`src/rtl/assert_macros.svh`:
```
// Assertion macros shared by the LED chain driver RTL.
// Used inside modules that have clk_i and rst_ni ports; no other dependencies.
`ifndef ASSERT_MACROS_SVH
`define ASSERT_MACROS_SVH
`ifndef ASSERT_OFF
// Checked on every rising clock edge outside reset.
`define ASSERT_CLK(name, prop, msg) \
  name: assert property (@(posedge clk_i) disable iff (!rst_ni) prop) else $error(msg);
// Checked on every rising clock edge, reset included.
`define ASSERT_ALWAYS(name, prop, msg) \
  name: assert property (@(posedge clk_i) prop) else $error(msg);
`else
`define ASSERT_CLK(name, prop, msg)
`define ASSERT_ALWAYS(name, prop, msg)
`endif
`endif

```
`src/rtl/rgbled_pkg.sv`:
```
// Shared types, codes and constants of the LED chain driver.
// No dependencies; imported by every module of the block but rgbled_ram.
package rgbled_pkg;

  // Pixel store geometry.
  localparam int PIXEL_DEPTH    = 256;
  localparam int PIX_AW         = $clog2(PIXEL_DEPTH);
  localparam int PIX_CW         = $clog2(PIXEL_DEPTH + 1);
  localparam int PIX_W          = 24;
  localparam int BITS_PER_PIXEL = 24;

  // Command codes carried in the input tuser.
  localparam logic [1:0] OP_WRITE = 2'd0;
  localparam logic [1:0] OP_SHOW  = 2'd1;
  localparam logic [1:0] OP_TICK  = 2'd2;

  // Configuration register indexes.
  localparam logic [2:0] CFG_ONE_HIGH  = 3'd0;
  localparam logic [2:0] CFG_ONE_LOW   = 3'd1;
  localparam logic [2:0] CFG_ZERO_HIGH = 3'd2;
  localparam logic [2:0] CFG_ZERO_LOW  = 3'd3;
  localparam logic [2:0] CFG_LATCH     = 3'd4;
  localparam logic [2:0] CFG_PIXELS    = 3'd5;

  // Phase of the serial data line.
  typedef enum logic [1:0] {
    PH_IDLE  = 2'd0,
    PH_HIGH  = 2'd1,
    PH_LOW   = 2'd2,
    PH_LATCH = 2'd3
  } phase_e;

  // Commands from the controller to the datapath.
  typedef struct packed {
    logic accept;  // input word taken this cycle
    logic exec;    // execute the held item and load the result
  } cmd_t;

  // One result word.
  typedef struct packed {
    logic ignored;
    logic frame_done;
    logic busy_res;
    logic line_level;
  } result_t;

  // A tick count of zero behaves as one.
  function automatic logic [11:0] at_least_one(input logic [11:0] v);
    return (v == 12'd0) ? 12'd1 : v;
  endfunction

endpackage

```
`src/rtl/rgbled_ctrl.sv`:
```
// Controller of the LED chain driver: item sequencing and stream handshakes.
// Depends on rgbled_pkg.
module rgbled_ctrl
  import rgbled_pkg::*;
(
  input  logic clk_i,
  input  logic rst_ni,
  input  logic in_valid_i,
  output logic in_ready_o,
  output logic out_valid_o,
  input  logic out_ready_i,
  output cmd_t cmd_o
);

  typedef enum logic [1:0] {
    S_IDLE = 2'b01,
    S_EXEC = 2'b10
  } state_e;

  state_e state_q, state_d;
  logic   out_valid_q, out_valid_d;
  logic   accept;
  logic   out_free;
  logic   exec;

  // An item is taken in the idle state; it executes once the output slot is free.
  assign in_ready_o = (state_q == S_IDLE);
  assign accept     = in_valid_i && in_ready_o;
  assign out_free   = !out_valid_q || out_ready_i;
  assign exec       = (state_q == S_EXEC) && out_free;

  always_comb begin
    state_d = state_q;
    case (state_q)
      S_IDLE: begin
        if (accept) begin
          state_d = S_EXEC;
        end
      end
      S_EXEC: begin
        if (exec) begin
          state_d = S_IDLE;
        end
      end
      default: state_d = S_IDLE;
    endcase
  end

  // The output word stays valid until the receiver takes it.
  always_comb begin
    if (exec) begin
      out_valid_d = 1'b1;
    end else if (out_ready_i) begin
      out_valid_d = 1'b0;
    end else begin
      out_valid_d = out_valid_q;
    end
  end

  always_ff @(posedge clk_i or negedge rst_ni) begin
    if (!rst_ni) begin
      state_q     <= S_IDLE;
      out_valid_q <= 1'b0;
    end else begin
      state_q     <= state_d;
      out_valid_q <= out_valid_d;
    end
  end

  assign out_valid_o  = out_valid_q;
  assign cmd_o.accept = accept;
  assign cmd_o.exec   = exec;

endmodule

```
`config.mk`:
```
export PLATFORM = sky130hd
export DESIGN_NAME = rgbled_ctrl
export DESIGN_NICKNAME = d
export VERILOG_FILES = /design/src/rtl/assert_macros.svh /design/src/rtl/rgbled_pkg.sv /design/src/rtl/rgbled_ctrl.sv
export SDC_FILE = /design/constraint.sdc
export NUM_CORES = 1
export LEC_CHECK = 0
export BUFFER_PORTS_ARGS = -buffer_cell sky130_fd_sc_hd__clkbuf_2
export CORE_AREA = 10 10 47 49
export CTS_BUF_LIST = sky130_fd_sc_hd__clkbuf_16
export DETAILED_ROUTE_END_ITERATION = 8
export DIE_AREA = 0 0 57 59
export MAX_ROUTING_LAYER = met4
export PLACE_DENSITY_LB_ADDON = 0.25
export SLEW_MARGIN = 20
export SYNTH_ARGS = -nofsm -noshare
export SYNTH_HDL_FRONTEND = slang
export SYNTH_SLANG_ARGS = --single-unit
```
`constraint.sdc`:
```
create_clock -name clk_i -period 1.3 [get_ports clk_i]
set_input_delay 0.13 -clock clk_i [delete_from_list [all_inputs] [get_ports clk_i]]
set_output_delay 0.13 -clock clk_i [all_outputs]
set_load 0.05 [all_outputs]
```
==> flow_summary.ini <==
[clock_network]
path_clk_slew_ns = 0.03
clock_latency_ns = 0.22
cts_root_buf = clkbuf_16
cts_tree = done
clk_path_buf_depth = 2
clock_sinks = 3
cts_buffers = 3
h-tree-depth = 1

[sta]
setup_tns_ns = 0
setup_viol = 0
slew_violations = 0
worst_slew_pin_slew_ns = 0.285
hold_violations = 0
fin_crit_sh_pct = 95.4
fin_hold_ws_ns = 0.0617
max_freq_mhz = 807
skew_ns = 0.00152
fin_crit_ns = 1.24
slew_headroom_pct = 81.1
rsz0062_at_grt = false

[floorplanning]
die_height_um = 59
dieArea_mm2 = 0.00336
core_mm2 = 0.00140
io-pin-count = 8
num_rows = 14
fp.dieW_um = 57
start_util_pct = 10.4

[yosys]
ys.flop_type = dfrtp_1
yosys.area.top_type = dfrtp_1
synth_top_family_by_area = simple AND/OR/NAND/NOR gates
ys_top_cells_by_count = 2 x buf_4, 2 x dfrtp_1, 2 x nand2b_1, 2 x nor2b_1
syn_nets = 17
ys_seq_area_share_pct = 52.6
async_flop_share_pct = 100
synth_edf_count = 0
synth.avg_cell_area_um2 = 11.2
synth_compound_area_share_pct = 11.2
synthXorXnorAreaFrac_pct = 0
yosys.area.top_type_share_pct = 34.5
synth_mux_area_share_pct = 0
synth_seq_cells = 3
synth_cells = 13
synth_simple_gate_area_share_pct = 25.9
ys_warn_count = 0
synth_fa_ha_area_share_pct = 0
syn_area_um2 = 145
synth.area.top_cells = dfrtp_1 34%, dfstp_2 18%, buf_4 10%, nand2b_1 8.6%, nor2b_1 8.6%
ys_types = 9

[cells_and_area]
seq_area_um2 = 76.3
area_growth_pct = 114
nFillCells = 161
antenna_cells = 0
multiInputGateArea_um2 = 65.1
stdcell_count = 39
drive_above_1_share_pct = 60.9
final_nets = 28
post-route-util_pct = 22.1

[pwr]
leakagePower_nw = 0.153
power_density_mw_per_mm2 = 2350
vdd_drop_max_mv = 0.722
report.power.total_mw = 0.730

[placement]
port_buffers = 7
dp_hpwl_um = 304
dp.cells = 34
place_congestion = 0.689

[setup_path]
worstPathCellList = and3b_2 > buf_8
reg2reg_depth = 2
cp.arrival_ns = 1.11
crit_buf_inv = 1
critPathMaxStageDelay_ns = 0.52
timing.rr.start = state_q[1]
path_max_fanout = 3
end_kind = output pin
path_class = reg -> out
r2r_setup_slack_ns = 0.36
start_kind = flop
crit_slowest_cell = dfstp_2
r2r-end = state_q[1]
crit_required_ns = 1.17
crit_family = flip-flops

[detailed_routing]
viasPerCell = 3.13
routedWlPerCell_um = 10.4
drt_iter0_markers = 0
drt.antenna.violating_nets = 0
dr.pass1.iters = 1
drc_errors = 0
postRouteWirelength_um = 406
num_vias = 122

[status]
status = finished, final reports clean

[grt]
antenna_found_initial = 0
overflow = 0
grt_pass1_vias = 161
grt_max_degree = 5
grt_use_total_pct = 3.42
grt_pass1_wl_um = 731

[min_path]
min_path_type = in -> reg
hp-start = in_valid_i
whs_path_depth = 2
min_to = state_q[0]

[run]
drv_cap = 0
==> sequential cells by signal, indices dropped and copies added (netlist names) <==
signal and count:
out_valid_o 1, state_q 2
==> report_power, final <==
| part | leakage [nW] | internal [mW] | switching, mW |
|---|---|---|---|
| registers | 0.0367 | 0.108 | 0.00971 |
| logic | 0.0742 | 0.0514 | 0.0791 |
| clock network | 0.0423 | 0.397 | 0.0850 |
==> worst max-delay path by stage <==
stage                      startpoint       end  slack, ns  cells after the start
final                      state_q[0]  cmd_o[1]       0.06                      2
after floorplan           out_valid_o  cmd_o[0]       0.07                      3
after global placement     state_q[0]  cmd_o[0]       0.21                      3
after global routing      out_valid_o  cmd_o[0]       0.01                      3
after CTS                  state_q[0]  cmd_o[0]      0.009                      3
after detailed placement   state_q[0]  cmd_o[1]       0.19                      2
==> timing repair <==
action                     CTS  global route
setup buffers                0             0
hold buffers                 1             0
pin swaps                    0             0
gates resized for setup      5             5
setup endpoints to repair    3             3
hold endpoints to repair     3             0
==> placed cells by master, fill, tap and decap left out <==
cell and instances:
nand2b_1 1, dfstp_2 1, dfrtp_1 2, and3b_2 1
buf_8 1, nand2b_4 1, clkbuf_8 1, buf_6 1
nor2b_2 1, a2bb2oi_1 1, dlygate4sd3_1 1, nand2_1 1
clkbuf_16 3, clkbuf_2 4, nor2b_1 1, inv_1 1
o21bai_1 1
==> cell families (layout without fill, tap and decap cells) <==
group / after synthesis / in the layout
buf+inv: 2 / 12
compound gates: 2 / 2
flops: 3 / 3
simple gates: 6 / 6
==> area by class of cell <==
cell class / count / share of cell area [%]
Tap cell: 16 / 6.45
Clock buffer: 3 / 24.2
Clock inverter: 1 / 1.21
Multi-Input combinational cell: 8 / 21.0
Sequential cell: 3 / 24.6
Timing Repair Buffer: 8 / 22.6
==> metal layers <==
layer	wire length [µm]	global-route usage, %	vias up
li1	-	-	60
met1	212	3.57	50
met2	102	2.33	10
met3	73	3.65	2
met4	17	5.03	0
met5	0	-	-
==> worst reg2reg max path, stage by stage, from the launching register on <==
cell and delay, ns:
dfrtp_1 0.41, and3b_2 0.26, o21bai_1 0.15
==> metrics by stage <==
stage               setup WS (ns)  area (µm²)
floorplan                  0.0699         148
global placement            0.214         188
detailed placement          0.192         188
CTS                       0.00871         297
global route               0.0121         310
finish                     0.0604         310
Power figures use the tool's default switching activity.
